File: config.mk
export PLATFORM = sky130hd
export DESIGN_NAME = fit_policy_segment_allocator_unit_flat
export DESIGN_NICKNAME = d
export VERILOG_FILES = /design/src/hw/rtl/fpsa_pkg.sv /design/src/hw/rtl/fpsa_if.sv /design/src/hw/rtl/fpsa_ram.sv /design/src/hw/rtl/fpsa_ctrl.sv /design/src/hw/rtl/fpsa_dp.sv /design/src/hw/rtl/fit_policy_segment_allocator_unit.sv /design/src/flat_wrapper.sv
export SDC_FILE = /design/constraint.sdc
export NUM_CORES = 2
export LEC_CHECK = 0
export ABC_AREA = 1
export BUFFER_PORTS_ARGS = -buffer_cell sky130_fd_sc_hd__buf_2
export CORE_UTILIZATION = 35
export DETAILED_ROUTE_END_ITERATION = 8
export SLEW_MARGIN = 25
export SYNTH_ARGS = -nofsm -noshare
export SYNTH_HDL_FRONTEND = slang
export SYNTH_SLANG_ARGS = --single-unit
File: constraint.sdc
create_clock -name clk -period 6.15 [get_ports clk]
set_clock_uncertainty 0.05 [all_clocks]
set_input_delay 0.615 -clock clk [delete_from_list [all_inputs] [get_ports clk]]
set_output_delay 0.615 -clock clk [all_outputs]
set_load 0.05 [all_outputs]
File: src/hw/rtl/fpsa_pkg.sv
`default_nettype none
package fpsa_pkg;

	localparam int MAX_CHUNKS_DEF = 16;
	localparam int ADDR_BITS_DEF  = 16;
	localparam int SIZE_W         = 16;
	localparam int NEED_W         = SIZE_W + 1;
	localparam int HDR_BYTES      = 8;
	localparam int CFG_IDX_W      = 2;
	localparam int CFG_DATA_W     = 16;
	localparam logic [SIZE_W-1:0] POOL_RESET = 16'd4096;

	localparam logic [1:0] FIT_FIRST = 2'd0;
	localparam logic [1:0] FIT_BEST  = 2'd1;
	localparam logic [1:0] FIT_WORST = 2'd2;

	localparam logic FUNC_ALLOC = 1'b0;
	localparam logic FUNC_FREE  = 1'b1;

	localparam logic [1:0] ST_OK    = 2'd0;
	localparam logic [1:0] ST_NOFIT = 2'd1;
	localparam logic [1:0] ST_ADDR  = 2'd2;
	localparam logic [1:0] ST_FULL  = 2'd3;

	localparam logic [CFG_IDX_W-1:0] CFG_FIT_MODE  = 2'd0;
	localparam logic [CFG_IDX_W-1:0] CFG_POOL_SIZE = 2'd1;

	typedef struct packed {
		logic load;
		logic rd_free;
		logic rd_used;
		logic alloc_cmt;
		logic free_cmt;
		logic addr_err;
		logic rsp_load;
	} fpsa_cmd_t;

	typedef struct packed {
		logic is_free;
		logic addr_zero;
		logic u_found;
		logic rsp_busy;
	} fpsa_stat_t;

endpackage
`default_nettype wire

File: src/hw/rtl/fpsa_if.sv
`default_nettype none
interface fpsa_req_if import fpsa_pkg::*; ();
	logic        valid;
	logic        ready;
	logic        func;
	logic [15:0] req_size;
	logic [15:0] user_addr;
	modport source(output valid, func, req_size, user_addr, input ready);
	modport sink(input valid, func, req_size, user_addr, output ready);
endinterface

interface fpsa_rsp_if import fpsa_pkg::*; ();
	logic        valid;
	logic        ready;
	logic [1:0]  status;
	logic [15:0] granted_addr;
	logic [15:0] free_bytes;
	modport source(output valid, status, granted_addr, free_bytes, input ready);
	modport sink(input valid, status, granted_addr, free_bytes, output ready);
endinterface

interface fpsa_cfg_if import fpsa_pkg::*; ();
	logic                  valid;
	logic                  ready;
	logic [CFG_IDX_W-1:0]  index;
	logic [CFG_DATA_W-1:0] data;
	modport source(output valid, index, data, input ready);
	modport sink(input valid, index, data, output ready);
endinterface
`default_nettype wire

File: src/hw/rtl/fpsa_ram.sv
`default_nettype none
module fpsa_ram #(
	parameter int WIDTH = 32,
	parameter int DEPTH = 16
) (
	input  wire logic                     clk,
	input  wire logic                     we,
	input  wire logic [$clog2(DEPTH)-1:0] waddr,
	input  wire logic [WIDTH-1:0]         wdata,
	input  wire logic                     re,
	input  wire logic [$clog2(DEPTH)-1:0] raddr,
	output      logic [WIDTH-1:0]         rdata_q
);
	logic [WIDTH-1:0] mem [DEPTH];

	always_ff @(posedge clk) begin
		if (we) begin
			mem[waddr] <= wdata;
		end
		if (re) begin
			rdata_q <= mem[raddr];
		end
	end
endmodule
`default_nettype wire

File: src/hw/rtl/fpsa_ctrl.sv
`default_nettype none
module fpsa_ctrl import fpsa_pkg::*; #(
	parameter int MAX_CHUNKS = MAX_CHUNKS_DEF
) (
	input  wire logic                          clk,
	input  wire logic                          arst_n,
	input  wire logic                          in_valid,
	output      logic                          in_ready,
	input  wire fpsa_stat_t                    st,
	output      fpsa_cmd_t                     cmd,
	output      logic [$clog2(MAX_CHUNKS)-1:0] rd_idx
);
	localparam int IDX_W = $clog2(MAX_CHUNKS);
	localparam int CNT_W = $clog2(MAX_CHUNKS + 1);

	localparam logic [2:0] S_IDLE    = 3'd0;
	localparam logic [2:0] S_DECODE  = 3'd1;
	localparam logic [2:0] S_ASCAN   = 3'd2;
	localparam logic [2:0] S_ACMT    = 3'd3;
	localparam logic [2:0] S_USCAN   = 3'd4;
	localparam logic [2:0] S_UCHK    = 3'd5;
	localparam logic [2:0] S_FSCAN   = 3'd6;
	localparam logic [2:0] S_FCMT_D  = 3'd7;

	logic [2:0]       state_q, state_d;
	logic [CNT_W-1:0] cnt_q, cnt_d;
	logic             cnt_end;
	logic             done_q, done_d;

	assign cnt_end = (cnt_q == CNT_W'(MAX_CHUNKS));
	assign rd_idx  = cnt_q[IDX_W-1:0];

	always_comb begin
		state_d  = state_q;
		cnt_d    = cnt_q;
		done_d   = done_q;
		cmd      = '0;
		in_ready = 1'b0;
		case (state_q)
			S_IDLE: begin
				if (done_q) begin
					// hold the result until the output register is free
					if (!st.rsp_busy) begin
						cmd.rsp_load = 1'b1;
						done_d       = 1'b0;
					end
				end else begin
					in_ready = 1'b1;
					if (in_valid) begin
						cmd.load = 1'b1;
						state_d  = S_DECODE;
					end
				end
			end
			S_DECODE: begin
				cnt_d = '0;
				if (!st.is_free) begin
					state_d = S_ASCAN;
				end else if (st.addr_zero) begin
					cmd.addr_err = 1'b1;
					done_d       = 1'b1;
					state_d      = S_IDLE;
				end else begin
					state_d = S_USCAN;
				end
			end
			S_ASCAN, S_USCAN, S_FSCAN: begin
				if (cnt_end) begin
					cnt_d = '0;
					case (state_q)
						S_ASCAN: state_d = S_ACMT;
						S_USCAN: state_d = S_UCHK;
						default: state_d = S_FCMT_D;
					endcase
				end else begin
					cmd.rd_free = (state_q != S_USCAN);
					cmd.rd_used = (state_q == S_USCAN);
					cnt_d       = cnt_q + CNT_W'(1);
				end
			end
			S_ACMT: begin
				cmd.alloc_cmt = 1'b1;
				done_d        = 1'b1;
				state_d       = S_IDLE;
			end
			S_UCHK: begin
				if (st.u_found) begin
					state_d = S_FSCAN;
				end else begin
					cmd.addr_err = 1'b1;
					done_d       = 1'b1;
					state_d      = S_IDLE;
				end
			end
			S_FCMT_D: begin
				cmd.free_cmt = 1'b1;
				done_d       = 1'b1;
				state_d      = S_IDLE;
			end
			default: begin
				state_d = S_IDLE;
			end
		endcase
	end

	always_ff @(posedge clk or negedge arst_n) begin
		if (!arst_n) begin
			state_q <= S_IDLE;
			cnt_q   <= '0;
			done_q  <= 1'b0;
		end else begin
			state_q <= state_d;
			cnt_q   <= cnt_d;
			done_q  <= done_d;
		end
	end
endmodule
`default_nettype wire

File: src/hw/rtl/fpsa_dp.sv
`default_nettype none
module fpsa_dp import fpsa_pkg::*; #(
	parameter int MAX_CHUNKS = MAX_CHUNKS_DEF,
	parameter int ADDR_BITS  = ADDR_BITS_DEF
) (
	input  wire logic                          clk,
	input  wire logic                          arst_n,
	input  wire fpsa_cmd_t                     cmd,
	input  wire logic [$clog2(MAX_CHUNKS)-1:0] rd_idx,
	output      fpsa_stat_t                    st,
	input  wire logic                          cfg_we,
	input  wire logic [CFG_IDX_W-1:0]          cfg_index,
	input  wire logic [CFG_DATA_W-1:0]         cfg_data,
	input  wire logic                          in_func,
	input  wire logic [15:0]                   in_req_size,
	input  wire logic [15:0]                   in_user_addr,
	output      logic                          out_valid,
	input  wire logic                          out_ready,
	output      logic [1:0]                    out_status,
	output      logic [15:0]                   out_granted_addr,
	output      logic [15:0]                   out_free_bytes
);
	localparam int IDX_W   = $clog2(MAX_CHUNKS);
	localparam int ENTRY_W = ADDR_BITS + SIZE_W;

	// configuration and pool state
	logic [1:0]            fit_mode_q;
	logic [SIZE_W-1:0]     pool_size_q;
	logic [MAX_CHUNKS-1:0] free_vld_q, used_vld_q;
	logic                  init0_q;
	logic [SIZE_W-1:0]     free_total_q;

	// operation registers
	logic                  func_q;
	logic [NEED_W-1:0]     need_q;
	logic [15:0]           uaddr_q;

	// table read stage
	logic                  ev_free_s1, ev_used_s1;
	logic [IDX_W-1:0]      idx_s1;
	logic [ENTRY_W-1:0]    frd, urd;
	logic [ADDR_BITS-1:0]  f_addr, u_addr;
	logic [SIZE_W-1:0]     f_size, u_size;
	logic                  f_vld, u_vld;

	// scan trackers
	logic                  pk_found_q;
	logic [IDX_W-1:0]      pk_idx_q;
	logic [ADDR_BITS-1:0]  pk_addr_q;
	logic [SIZE_W-1:0]     pk_size_q;
	logic                  uslot_found_q, fslot_found_q;
	logic [IDX_W-1:0]      uslot_q, fslot_q;
	logic                  u_found_q;
	logic [IDX_W-1:0]      u_idx_q;
	logic [ADDR_BITS-1:0]  h_q;
	logic [SIZE_W-1:0]     sz_q;
	logic                  prev_found_q, next_found_q;
	logic [IDX_W-1:0]      prev_idx_q, next_idx_q;
	logic [ADDR_BITS-1:0]  prev_addr_q;
	logic [SIZE_W-1:0]     prev_size_q, next_size_q;

	// result staging and output register
	logic [1:0]            res_status_q;
	logic [15:0]           res_granted_q;
	logic                  out_valid_q;
	logic [1:0]            out_status_q;
	logic [15:0]           out_granted_q, out_free_q;

	// evaluation helpers
	logic                  consider, better, u_match;
	logic [ADDR_BITS-1:0]  f_end, end_h, u_user;

	// commit logic
	logic                  a_fits, split;
	logic [NEED_W-1:0]     rem;
	logic [SIZE_W-1:0]     usize;
	logic                  fram_we, uram_we;
	logic [IDX_W-1:0]      fram_widx, uram_widx;
	logic [ENTRY_W-1:0]    fram_wdata, uram_wdata;
	logic                  fvld_set, fvld_clr, uvld_set, uvld_clr;
	logic [IDX_W-1:0]      fvld_set_idx, fvld_clr_idx;
	logic [1:0]            res_status_d;
	logic [15:0]           res_granted_d;
	logic [SIZE_W-1:0]     total_d;
	logic                  pool_wr;

	fpsa_ram #(.WIDTH(ENTRY_W), .DEPTH(MAX_CHUNKS)) u_fram (
		.clk(clk), .we(fram_we), .waddr(fram_widx), .wdata(fram_wdata),
		.re(cmd.rd_free), .raddr(rd_idx), .rdata_q(frd)
	);

	fpsa_ram #(.WIDTH(ENTRY_W), .DEPTH(MAX_CHUNKS)) u_uram (
		.clk(clk), .we(uram_we), .waddr(uram_widx), .wdata(uram_wdata),
		.re(cmd.rd_used), .raddr(rd_idx), .rdata_q(urd)
	);

	assign pool_wr = cfg_we && (cfg_index == CFG_POOL_SIZE);

	// entry 0 reads as the whole pool until it is first written
	always_comb begin
		if (init0_q && (idx_s1 == '0)) begin
			f_addr = '0;
			f_size = pool_size_q;
		end else begin
			f_addr = frd[ENTRY_W-1:SIZE_W];
			f_size = frd[SIZE_W-1:0];
		end
	end
	assign u_addr = urd[ENTRY_W-1:SIZE_W];
	assign u_size = urd[SIZE_W-1:0];
	assign f_vld  = free_vld_q[idx_s1];
	assign u_vld  = used_vld_q[idx_s1];

	assign f_end  = ADDR_BITS'(33'(f_addr) + 33'(f_size));
	assign end_h  = ADDR_BITS'(33'(h_q) + 33'(sz_q));
	assign u_user = ADDR_BITS'(33'(u_addr) + 33'(HDR_BYTES));
	assign u_match = u_vld && (32'(u_user) == 32'(uaddr_q));

	assign consider = f_vld && ((fit_mode_q == FIT_WORST) || ({1'b0, f_size} >= need_q));
	always_comb begin
		if ((fit_mode_q == FIT_BEST) && (f_size != pk_size_q)) begin
			better = (f_size < pk_size_q);
		end else if ((fit_mode_q == FIT_WORST) && (f_size != pk_size_q)) begin
			better = (f_size > pk_size_q);
		end else begin
			better = (f_addr < pk_addr_q);
		end
	end

	assign a_fits = pk_found_q && ({1'b0, pk_size_q} >= need_q);
	assign rem    = {1'b0, pk_size_q} - need_q;
	assign split  = (rem > NEED_W'(HDR_BYTES));
	assign usize  = split ? need_q[SIZE_W-1:0] : pk_size_q;

	always_comb begin
		fram_we       = 1'b0;
		fram_widx     = pk_idx_q;
		fram_wdata    = '0;
		uram_we       = 1'b0;
		uram_widx     = uslot_q;
		uram_wdata    = {pk_addr_q, usize};
		fvld_set      = 1'b0;
		fvld_set_idx  = fslot_q;
		fvld_clr      = 1'b0;
		fvld_clr_idx  = pk_idx_q;
		uvld_set      = 1'b0;
		uvld_clr      = 1'b0;
		res_status_d  = ST_OK;
		res_granted_d = '0;
		total_d       = free_total_q;
		if (cmd.alloc_cmt) begin
			if (!a_fits) begin
				res_status_d = ST_NOFIT;
			end else if (!uslot_found_q) begin
				res_status_d = ST_FULL;
			end else begin
				uram_we  = 1'b1;
				uvld_set = 1'b1;
				if (split) begin
					fram_we    = 1'b1;
					fram_wdata = {ADDR_BITS'(33'(pk_addr_q) + 33'(need_q)),
						rem[SIZE_W-1:0]};
				end else begin
					fvld_clr = 1'b1;
				end
				total_d       = free_total_q - usize;
				res_granted_d = 16'(32'(pk_addr_q) + 32'(HDR_BYTES));
			end
		end else if (cmd.free_cmt) begin
			if (!prev_found_q && !next_found_q && !fslot_found_q) begin
				res_status_d = ST_FULL;
			end else begin
				fram_we  = 1'b1;
				uvld_clr = 1'b1;
				total_d  = free_total_q + sz_q;
				if (prev_found_q && next_found_q) begin
					fram_widx    = prev_idx_q;
					fram_wdata   = {prev_addr_q, SIZE_W'(prev_size_q + sz_q + next_size_q)};
					fvld_clr     = 1'b1;
					fvld_clr_idx = next_idx_q;
				end else if (prev_found_q) begin
					fram_widx  = prev_idx_q;
					fram_wdata = {prev_addr_q, SIZE_W'(prev_size_q + sz_q)};
				end else if (next_found_q) begin
					fram_widx  = next_idx_q;
					fram_wdata = {h_q, SIZE_W'(next_size_q + sz_q)};
				end else begin
					fram_widx  = fslot_q;
					fram_wdata = {h_q, sz_q};
					fvld_set   = 1'b1;
				end
			end
		end else if (cmd.addr_err) begin
			res_status_d = ST_ADDR;
		end
	end

	// configuration, table valid bits and pool total
	always_ff @(posedge clk or negedge arst_n) begin
		if (!arst_n) begin
			fit_mode_q   <= FIT_FIRST;
			pool_size_q  <= POOL_RESET;
			free_vld_q   <= MAX_CHUNKS'(1);
			used_vld_q   <= '0;
			init0_q      <= 1'b1;
			free_total_q <= POOL_RESET;
		end else if (pool_wr) begin
			pool_size_q  <= cfg_data;
			free_vld_q   <= MAX_CHUNKS'(1);
			used_vld_q   <= '0;
			init0_q      <= 1'b1;
			free_total_q <= cfg_data;
		end else begin
			if (cfg_we && (cfg_index == CFG_FIT_MODE)) begin
				fit_mode_q <= cfg_data[1:0];
			end
			if (fvld_clr) begin
				free_vld_q[fvld_clr_idx] <= 1'b0;
			end
			if (fvld_set) begin
				free_vld_q[fvld_set_idx] <= 1'b1;
			end
			if (uvld_set) begin
				used_vld_q[uslot_q] <= 1'b1;
			end
			if (uvld_clr) begin
				used_vld_q[u_idx_q] <= 1'b0;
			end
			if (fram_we && (fram_widx == '0)) begin
				init0_q <= 1'b0;
			end
			free_total_q <= total_d;
		end
	end

	always_ff @(posedge clk or negedge arst_n) begin
		if (!arst_n) begin
			ev_free_s1 <= 1'b0;
			ev_used_s1 <= 1'b0;
		end else begin
			ev_free_s1 <= cmd.rd_free;
			ev_used_s1 <= cmd.rd_used;
		end
	end

	// scan evaluation, one table entry per cycle
	always_ff @(posedge clk) begin
		idx_s1 <= rd_idx;
		if (cmd.load) begin
			func_q        <= in_func;
			need_q        <= NEED_W'(in_req_size) + NEED_W'(HDR_BYTES);
			uaddr_q       <= in_user_addr;
			pk_found_q    <= 1'b0;
			uslot_found_q <= 1'b0;
			fslot_found_q <= 1'b0;
			u_found_q     <= 1'b0;
			prev_found_q  <= 1'b0;
			next_found_q  <= 1'b0;
		end else if (ev_free_s1 || ev_used_s1) begin
			if (!uslot_found_q && !u_vld) begin
				uslot_found_q <= 1'b1;
				uslot_q       <= idx_s1;
			end
			if (!fslot_found_q && !f_vld) begin
				fslot_found_q <= 1'b1;
				fslot_q       <= idx_s1;
			end
			if (ev_used_s1) begin
				if (!u_found_q && u_match) begin
					u_found_q <= 1'b1;
					u_idx_q   <= idx_s1;
					h_q       <= u_addr;
					sz_q      <= u_size;
				end
			end else if (func_q == FUNC_ALLOC) begin
				if (consider && (!pk_found_q || better)) begin
					pk_found_q <= 1'b1;
					pk_idx_q   <= idx_s1;
					pk_addr_q  <= f_addr;
					pk_size_q  <= f_size;
				end
			end else if (f_vld) begin
				if ((f_end == h_q) && !prev_found_q) begin
					prev_found_q <= 1'b1;
					prev_idx_q   <= idx_s1;
					prev_addr_q  <= f_addr;
					prev_size_q  <= f_size;
				end else if ((f_addr == end_h) && !next_found_q) begin
					next_found_q <= 1'b1;
					next_idx_q   <= idx_s1;
					next_size_q  <= f_size;
				end
			end
		end
		if (cmd.alloc_cmt || cmd.free_cmt || cmd.addr_err) begin
			res_status_q  <= res_status_d;
			res_granted_q <= res_granted_d;
		end
		if (cmd.rsp_load) begin
			out_status_q  <= res_status_q;
			out_granted_q <= res_granted_q;
			out_free_q    <= free_total_q;
		end
	end

	always_ff @(posedge clk or negedge arst_n) begin
		if (!arst_n) begin
			out_valid_q <= 1'b0;
		end else if (cmd.rsp_load) begin
			out_valid_q <= 1'b1;
		end else if (out_ready) begin
			out_valid_q <= 1'b0;
		end
	end

	assign out_valid        = out_valid_q;
	assign out_status       = out_status_q;
	assign out_granted_addr = out_granted_q;
	assign out_free_bytes   = out_free_q;

	assign st.is_free   = (func_q == FUNC_FREE);
	assign st.addr_zero = (uaddr_q == '0);
	assign st.u_found   = u_found_q;
	assign st.rsp_busy  = out_valid_q && !out_ready;
endmodule
`default_nettype wire

File: src/hw/rtl/fit_policy_segment_allocator_unit.sv
`default_nettype none
// Segment allocator over a byte pool with first, best or worst fit placement.
// One operation is in work at a time. The scans read the free and
// used tables one entry per cycle through a single read port. A finished
// result sits in an output register. The next request can be taken in the
// same cycle as the result appears, while the result waits to be taken. A
// result that is still stalled in the output register holds the next result
// off. Configuration is always ready. A pool_size write restarts the pool as
// one free chunk.
module fit_policy_segment_allocator_unit import fpsa_pkg::*; #(
	parameter int MAX_CHUNKS = MAX_CHUNKS_DEF,
	parameter int ADDR_BITS  = ADDR_BITS_DEF
) (
	input wire logic    clk,
	input wire logic    arst_n,
	fpsa_req_if.sink    req,
	fpsa_rsp_if.source  rsp,
	fpsa_cfg_if.sink    cfg
);
	fpsa_cmd_t                     cmd;
	fpsa_stat_t                    st;
	logic [$clog2(MAX_CHUNKS)-1:0] rd_idx;
	logic                          in_ready;

	assign cfg.ready = 1'b1;
	assign req.ready = in_ready;

	fpsa_ctrl #(.MAX_CHUNKS(MAX_CHUNKS)) u_ctrl (
		.clk(clk), .arst_n(arst_n),
		.in_valid(req.valid), .in_ready(in_ready),
		.st(st), .cmd(cmd), .rd_idx(rd_idx)
	);

	fpsa_dp #(.MAX_CHUNKS(MAX_CHUNKS), .ADDR_BITS(ADDR_BITS)) u_dp (
		.clk(clk), .arst_n(arst_n),
		.cmd(cmd), .rd_idx(rd_idx), .st(st),
		.cfg_we(cfg.valid), .cfg_index(cfg.index), .cfg_data(cfg.data),
		.in_func(req.func), .in_req_size(req.req_size), .in_user_addr(req.user_addr),
		.out_valid(rsp.valid), .out_ready(rsp.ready),
		.out_status(rsp.status), .out_granted_addr(rsp.granted_addr),
		.out_free_bytes(rsp.free_bytes)
	);
endmodule
`default_nettype wire

File: src/flat_wrapper.sv
// flat-port wrapper written by rule: the top's interface ports become plain ports
module fit_policy_segment_allocator_unit_flat import fpsa_pkg::*;
#(
	parameter int MAX_CHUNKS = MAX_CHUNKS_DEF,
	parameter int ADDR_BITS  = ADDR_BITS_DEF
)
  (clk, arst_n, req_valid, req_func, req_req_size, req_user_addr, req_ready, rsp_valid, rsp_status, rsp_granted_addr, rsp_free_bytes, rsp_ready, cfg_valid, cfg_index, cfg_data, cfg_ready);
  fpsa_req_if req_i ();
  fpsa_rsp_if rsp_i ();
  fpsa_cfg_if cfg_i ();
  input wire logic clk;
  input wire logic arst_n;
  input wire logic [$bits(req_i.valid)-1:0] req_valid;
  input wire logic [$bits(req_i.func)-1:0] req_func;
  input wire logic [$bits(req_i.req_size)-1:0] req_req_size;
  input wire logic [$bits(req_i.user_addr)-1:0] req_user_addr;
  output wire logic [$bits(req_i.ready)-1:0] req_ready;
  output wire logic [$bits(rsp_i.valid)-1:0] rsp_valid;
  output wire logic [$bits(rsp_i.status)-1:0] rsp_status;
  output wire logic [$bits(rsp_i.granted_addr)-1:0] rsp_granted_addr;
  output wire logic [$bits(rsp_i.free_bytes)-1:0] rsp_free_bytes;
  input wire logic [$bits(rsp_i.ready)-1:0] rsp_ready;
  input wire logic [$bits(cfg_i.valid)-1:0] cfg_valid;
  input wire logic [$bits(cfg_i.index)-1:0] cfg_index;
  input wire logic [$bits(cfg_i.data)-1:0] cfg_data;
  output wire logic [$bits(cfg_i.ready)-1:0] cfg_ready;
  assign req_i.valid = req_valid;
  assign req_i.func = req_func;
  assign req_i.req_size = req_req_size;
  assign req_i.user_addr = req_user_addr;
  assign req_ready = req_i.ready;
  assign rsp_valid = rsp_i.valid;
  assign rsp_status = rsp_i.status;
  assign rsp_granted_addr = rsp_i.granted_addr;
  assign rsp_free_bytes = rsp_i.free_bytes;
  assign rsp_i.ready = rsp_ready;
  assign cfg_i.valid = cfg_valid;
  assign cfg_i.index = cfg_index;
  assign cfg_i.data = cfg_data;
  assign cfg_ready = cfg_i.ready;
  fit_policy_segment_allocator_unit #(.MAX_CHUNKS(MAX_CHUNKS), .ADDR_BITS(ADDR_BITS)) u_core (.clk(clk), .arst_n(arst_n), .req(req_i), .rsp(rsp_i), .cfg(cfg_i));
endmodule
# Word-level counts from Yosys, hierarchy flattened
# Memory sizes are Yosys's and may differ from the RTL's. A register that Yosys moved wholly into a read port is not among the register bits.
# Index checks and enable logic that the tools add are counted.
[word_totals]
register_bits = 311
mem_bits_rw = 1024
elab_cells = 291
n_memories = 2
[classes]
add_sub_neg = 13
n_lt_le_gt_ge = 15
eq_ne = 25
muxes = 119
n_bitwise = 11
n_reduce_logical = 66
[mem_list]
columns = ["name", "words", "width", "rd", "rd_ports_with_merged_regs", "write_ports", "line", "source"]
rows = [
  ["u_core.u_dp.u_fram.mem", 16, 32, 1, 1, 1, "fpsa_ram.sv:14", "logic [WIDTH-1:0] mem [DEPTH];"],
  ["u_core.u_dp.u_uram.mem", 16, 32, 1, 1, 1, "fpsa_ram.sv:14", ""],
]
[op_table]
columns = ["cell", "n"]
rows = [
  ["two-way mux 16 bit", 18],
  ["two-way mux 32 bit", 8],
  ["adder 16 bit", 7],
  ["two-way mux 1 bit", 57],
  ["equality test 16 bit", 3],
  ["two-way mux 4 bit", 10],
  [">= comparator 16 x 17 -> 1 bit", 2],
  ["adder 16 x 4 -> 16 bit (second input constant)", 2],
  ["bitwise AND 16 bit", 2],
  ["less-than comparator 16 bit", 2],
  ["NOT 16 bit", 2],
  ["bitwise OR 16 bit", 2],
  ["less-than comparator 4 x 5 -> 1 bit (second input constant)", 5],
  ["logical AND 1 bit", 23],
  ["two-way mux 3 bit", 6],
  ["adder 16 x 4 -> 17 bit (second input constant)", 1],
  ["> comparator 17 x 4 -> 1 bit (second input constant)", 1],
  ["subtractor 16 x 17 -> 17 bit", 1],
  ["demux 1 bit (select 4 bit)", 4],
  [">= comparator 4 x 1 -> 1 bit (second input constant)", 4],
  ["> comparator 16 bit", 1],
  ["zero test 16 bit", 1],
  ["two-way mux 2 bit", 8],
  ["!= test 16 bit", 1],
  ["36 further kinds", 78],
]

# Logic depth before layout (Yosys ltp)
[logic_depth]
ltp_word = 17
depth_mapped = 40
depth_no_buf = 39

# Modules after synthesis
# Synthesis repeated with hierarchy kept, for this count alone.
[hier_totals]
hier_cells = 6862
area_unflattened_um2 = 67780.0
[by_module_without_submodules]
columns = ["mod", "instances", "cells_each", "area_per_inst_um2", "seq_area_each_um2"]
rows = [
  ["fpsa_ram", 2, 2120, 23050.9, 16335.7],
  ["fpsa_dp", 1, 2539, 21057.7, 8623.3],
  ["fpsa_ctrl", 1, 81, 609.3, 225.2],
  ["fit_policy_segment_allocator_unit", 1, 2, 11.3, 0.0],
]

# Worst setup path before layout
# Ideal clock, no wire load.
[synth_timing]
path_type = "register to register"
from = "register u_core.u_dp.idx_s1[2]"
to = "register u_core.u_dp.prev_addr_q[0] (enable)"
arrival_ns = 5.790
required_time_ns = 5.626
path_slack_ns = -0.164
stages_incl_launch_ff = 23
path_buffers = 2
cell_sequence = "dfxtp_1 -> nor2_1 -> nand3_1 -> buf_2 -> buf_2 -> inv_1 -> or2_2 -> o21ai_0 -> inv_1 -> ha_1 -> inv_1 -> fa_1 -> xor2_1 -> o211ai_1 -> nor2_1 -> nand2_1 -> nor3_1 -> nand4_1 -> nor2_1 -> nand4_1 -> nor2_1 -> nand4_1 -> nor3_1"
[synth_between]
elab_chain_len = 7
word_cells_on_any_way = 10
classes_between = "add/sub: 1; eq/ne: 1; mux: 4; reduce/logical: 4"
[synth_lines]
columns = ["item", "line", "source"]
rows = [
  ["start: declaration", "fpsa_dp.sv:40", "logic [IDX_W-1:0] idx_s1;"],
  ["start signal: assignment", "fpsa_dp.sv:248", "idx_s1 <= rd_idx;"],
  ["zero test 4 bit", "fpsa_dp.sv:101", "if (init0_q && (idx_s1 == '0)) begin"],
  ["logical AND 1 bit", "fpsa_dp.sv:101", ""],
  ["two-way mux 16 bit", "fpsa_dp.sv:101", ""],
  ["net u_core.u_dp.f_size[0]", "fpsa_dp.sv:43", "logic [SIZE_W-1:0] f_size, u_size;"],
  ["adder 16 bit", "fpsa_dp.sv:114", "assign f_end = ADDR_BITS'(33'(f_addr) + 33'(f_size));"],
  ["equality test 16 bit", "fpsa_dp.sv:283", "if ((f_end == h_q) && !prev_found_q) begin"],
  ["logical AND 1 bit", "fpsa_dp.sv:283", ""],
  ["AND reduction 6 bit (no source line)", "-", ""],
  ["end signal: assignment", "fpsa_dp.sv:286", "prev_addr_q <= f_addr;"],
  ["end: declaration", "fpsa_dp.sv:59", "logic [ADDR_BITS-1:0] prev_addr_q;"],
]
# The timed path passes the listed nets, and every way through them passes these cells. The select of a mux whose other input is x is not followed.
# A chain may end at the register's enable or synchronous reset.

# Worst setup path after layout
[layout_timing]
from = "register u_core.u_dp.need_q[0]"
to = "register u_core.u_dp.free_total_q[12]"
[layout_between]
elab_chain_len = 8
word_cells_on_any_way = 12
classes_between = "add/sub: 2; order compare: 2; eq/ne: 1; mux: 5; reduce/logical: 2"
[layout_lines]
columns = ["item", "line", "source"]
rows = [
  ["start: declaration", "fpsa_dp.sv:35", "logic [NEED_W-1:0] need_q;"],
  ["start signal: assignment", "fpsa_dp.sv:251", "need_q <= NEED_W'(in_req_size) + NEED_W'(HDR_BYTES);"],
  ["subtractor 16 x 17 -> 17 bit", "fpsa_dp.sv:131", "assign rem = {1'b0, pk_size_q} - need_q;"],
  ["> comparator 17 x 4 -> 1 bit", "fpsa_dp.sv:132", "assign split = (rem > NEED_W'(HDR_BYTES));"],
  ["two-way mux 16 bit", "fpsa_dp.sv:133", "assign usize = split ? need_q[SIZE_W-1:0] : pk_size_q;"],
  ["subtractor 16 bit", "fpsa_dp.sv:166", "total_d = free_total_q - usize;"],
  ["two-way mux 16 bit", "fpsa_dp.sv:154", "end else if (!uslot_found_q) begin"],
  ["two-way mux 16 bit", "fpsa_dp.sv:152", "if (!a_fits) begin"],
  ["two-way mux 16 bit", "fpsa_dp.sv:151", "if (cmd.alloc_cmt) begin"],
  ["two-way mux 16 bit", "fpsa_dp.sv:207", "end else if (pool_wr) begin"],
  ["end signal: assignment", "fpsa_dp.sv:212", "free_total_q <= cfg_data;"],
  ["end signal: assignment", "fpsa_dp.sv:232", "free_total_q <= total_d;"],
  ["end: declaration", "fpsa_dp.sv:31", "logic [SIZE_W-1:0] free_total_q;"],
]
# Parallel ways exist; a longest one is shown, timed or not. The select of a mux whose other input is x is not followed.

==> metrics.md <==
| Metric | Value |
|---|---|
| H-tree depth | 4 |
| Pre-CTS WS | between 0.5 and 0.6 ns |
| Initial antenna violation count | 6 |
| Drt pass-1 iters | 5 |
| Initial Util | 35.4% |
| FP Rows | 154 |
| CP dominant cell by count | nand2_1 |
| Worst-path clk slew | 0.06 ns |
| CTS Root Cell | clkbuf_16 |
| Final Hold Slack | roughly 0.057 ns |
| Avg Cell Area, Syn | 11.4 um^2 |
| Cell Area, Synth | 0.0625 mm^2 |
| DR vias | about 44000 |
| Worst path required time | 6.82 ns |
| ANT nets after route | 0 |
| Largest net degree at the start of global routing | ~170 |
| Input/output buffers | 91 |
| Setup crit end kind | flip-flop |
| CTS tree | yes |
| Clk buf depth | 3 |
| Hold crit path type | in -> reg |
| Main flop type after synthesis | edfxtp_1 |
| Max VDD drop | between 0.3 and 0.4 mV |
| Unrepaired setup endpoints after global routing | no |
| CTS Buf Count | 145 |
| Measured slew at the worst slew-check pin | between 1 and 1.5 ns |
| Final nets | approximately 5900 |
| Syn Nets | 5713 |
| Rel. slew slack | 23.5% |
| CTS Sinks | around 1400 |
| Ys async rst share | roughly 5.6% |
| Tmin final | 5.56 ns |
| Post-synthesis sequential area ratio | 66.4% |
| Routability cong. | 0.955 |
| Crit path largest cell delay | 0.51 ns |
| IO Pins | 93 |
| Crit share post-route | 90.4% |
| Vias in the first global route | 41400 |
| DR vias/cell | 5.42 |
| Die span in y | approximately 420 um |
| Syn Inst Count | 5475 |
| Worst Setup Start Kind | flip-flop |
| First-pass GRT wire length | 277000 um |
| Power per Cell Area | 416 mW/mm^2 |
| Maximum clock frequency | 180 MHz |
| DRC | 0 |
| Number of DRC markers in iteration 0 | ~4700 |
| Fin area | roughly 0.071 mm^2 |
| Layout cells sized above 1 | under 10% |
| N_diodes | 0 |
| Flops & latches, synth | 1399 |
| Crit-path max FO | 13 |
| Hold Fails Final Rpt | 0 |
| Critical-path top delay cell | fa_1 |
| Total grt overflow | 0 |
| Die area | 0.180 mm^2 |
| WL/cell | between 20 and 25 um |
| Arr. time, crit path | 6.23 ns |
| Number of synthesized flops with an enable pin | between 1000 and 1500 |
| Post-DP Area | 0.0664 mm^2 |
| TNS Setup | 0 ns |
| GRT Total Usage | 20.8% |
| Max-cap viol count | 0 |
| WS Path Type | reg -> reg |
| Status | finished, final reports clean |
| Hpwl dp | 123000 um |
| YS warnings | 0 |
| Die W | between 400 and 500 um |
| Worst-Skew Late Latency | 0.79 ns |
| Final setup vio count | 0 |
| Final WS setup | around 0.6 ns |
| Final Max Tran Viols | 0 |
| CORE AREA | 0.177 mm^2 |
| Routed wire length | 191000 um |
| Static leakage | around 0.025 uW |
| Synth unique cells | 68 |
| Area Overhead vs Synth | 14.3% |
worst paths after layout:
path                                                start                            to  slack [ns]  cells after the start
max                                 u_core.u_dp.need_q[0]  u_core.u_dp.free_total_q[12]        0.59                     35
max in group asynchronous                          arst_n        u_core.u_ctrl.cnt_q[1]        4.53                      3
min                                       req_req_size[2]         u_core.u_dp.need_q[2]        0.06                      1
max reg2reg                         u_core.u_dp.need_q[0]  u_core.u_dp.free_total_q[12]        0.59                     35
min in group asynchronous                          arst_n   u_core.u_dp.pool_size_q[11]        0.20                      2
min reg2reg                u_core.u_dp.u_uram.rdata_q[12]          u_core.u_dp.sz_q[12]        0.36                      0
cell usage in the layout (no fill, tap or decap), types with 8 or more instances in the layout:
| cell | netlist | routed |
|---|---|---|
| o221ai_1 | 110 | 110 |
| clkbuf_1 | 212 | 27 |
| clkbuf_16 | 0 | 150 |
| a31oi_1 | 18 | 18 |
| o211ai_1 | 43 | 43 |
| ha_1 | 174 | 174 |
| nor2_4 | 0 | 30 |
| nor2_1 | 757 | 725 |
| clkinv_2 | 0 | 27 |
| a21oi_1 | 194 | 193 |
| nand2_2 | 11 | 10 |
| or2_2 | 14 | 14 |
| buf_4 | 3 | 123 |
| nand3_1 | 240 | 239 |
| o21ai_2 | 1 | 8 |
| nor3_1 | 40 | 37 |
| nor4_1 | 8 | 8 |
| nand3b_1 | 10 | 10 |
| o21ai_1 | 16 | 22 |
| inv_2 | 6 | 9 |
| dfrtp_1 | 75 | 72 |
| bufinv_16 | 0 | 15 |
| inv_1 | 354 | 347 |
| mux2i_1 | 11 | 11 |
| nor2_2 | 6 | 8 |
| o22ai_1 | 171 | 170 |
| clkinv_1 | 2 | 32 |
| o21a_1 | 16 | 16 |
| buf_2 | 17 | 91 |
| o21ai_0 | 655 | 642 |
| a21o_1 | 8 | 8 |
| dfxtp_1 | 10 | 10 |
| xor2_1 | 82 | 82 |
| nand2_1 | 714 | 714 |
| nand4_1 | 33 | 33 |
| xnor2_1 | 40 | 40 |
| dlygate4sd3_1 | 0 | 24 |
| buf_12 | 0 | 8 |
| fa_1 | 8 | 8 |
| edfxtp_1 | 1310 | 1310 |
worst max-delay path, delay by kind of cell (launching register included):
family	cells	cell delay, ns
fa+ha+maj	3	1.21
flops	1	0.46
compound gates	9	1.59
simple gates	19	1.90
buf+inv	4	0.28
power breakdown:
part           internal (uW)  switching (uW)  total (uW)
combinational           2590            6330        8920
sequential             11300             606       11900
clock                   5130            3780        8910
cell families (layout without fill, tap and decap cells):
logic type / after synthesis / in the layout / synth area share [%]
buffers and inverters: 611 / 876 / 3.74
xor gates and xnor gates: 122 / 122 / 1.71
DFF: 1399 / 1399 / 66.4
adders and majority gates: 182 / 182 / 3.74
AOI/OAI and AO/OA: 1287 / 1287 / 11.9
other: 1 / 1 / 0.00600
muxes: 13 / 13 / 0.212
and+or+nand+nor: 1860 / 1860 / 12.3
layout make-up:
class,count,area [um^2]
Inverter,363,1380
Clock inverter,88,900
Multi-Input combinational cell,3465,19000
Sequential cell,1399,41500
Fill cell,16800,105000
Clock buffer,178,3870
Tap cell,2340,2930
Timing Repair Buffer,247,1810
stage by stage:
stage	utilization, %	total power (uW)	instances
floorplan	-	17700	5475
global placement	37.5	20800	7787
detailed placement	37.5	20900	7790
CTS	40.4	29800	8080
global route	40.4	31100	8080
finish	40.4	29700	8080
synth_stat cells (5+ instances only):
library cell,instances,area (um^2)
a21boi_0,7,52.6
nor3_2,5,50.1
a211oi_1,6,45.0
or2_2,14,87.6
o221ai_1,110,963
dfrtp_1,75,1880
fa_1,8,160
a21oi_1,194,971
o21a_1,16,120
a21o_1,8,60.1
o21bai_1,6,45.0
nand3_1,240,1200
xor2_1,82,718
clkbuf_1,212,796
xnor2_1,40,350
a31oi_1,18,113
nor2_2,6,37.5
dfxtp_1,10,200
buf_2,17,85.1
ha_1,174,2180
nor3_1,40,200
nand2_1,714,2680
o21ai_1,16,80.1
nand3b_1,10,75.1
edfxtp_1,1310,39300
nor2_1,757,2840
nand2_2,11,68.8
nand4_1,33,206
o21ai_0,655,3280
o22ai_1,171,1070
inv_1,354,1330
nor4_1,8,50.1
and2_1,5,31.3
o211ai_1,43,323
buf_1,15,56.3
inv_2,6,22.5
o32ai_1,6,52.6
mux2i_1,11,110
o31ai_1,6,45.0
registers in the layout, summed over array words and instances, names as in the netlist, 5 cells and up:
register                      cells
u_core.u_dp.sz_q                 16
u_core.u_dp.pool_size_q          16
u_core.u_dp.out_granted_addr     16
u_core.u_dp.u_uram.rdata_q       32
u_core.u_dp.used_vld_q           16
u_core.u_dp.prev_size_q          16
u_core.u_dp.out_free_bytes       16
u_core.u_dp.next_size_q          16
u_core.u_ctrl.cnt_q               5
u_core.u_dp.need_q               17
u_core.u_dp.res_granted_q        16
u_core.u_dp.pk_addr_q            16
u_core.u_dp.pk_size_q            16
u_core.u_dp.u_fram.mem          512
u_core.u_dp.free_total_q         16
u_core.u_dp.u_fram.rdata_q       32
u_core.u_dp.u_uram.mem          512
u_core.u_dp.free_vld_q           16
u_core.u_dp.prev_addr_q          16
u_core.u_dp.uaddr_q              16
u_core.u_dp.h_q                  16
routing by layer:
layer / share of wire (%) / track usage [%]
met4: 3.7 / 8.00
met5: 0.010 / 0
met1: 43 / 28.4
met2: 47 / 33.4
met3: 6.9 / 2.94
repair_timing:
action	in CTS	in global routing
endpoints found under the hold margin	43	0
hold buffers	24	0
resized for setup	0	4
buffers inserted	0	0
endpoints found under the setup margin	0	2
Power figures use the tool's default switching activity.
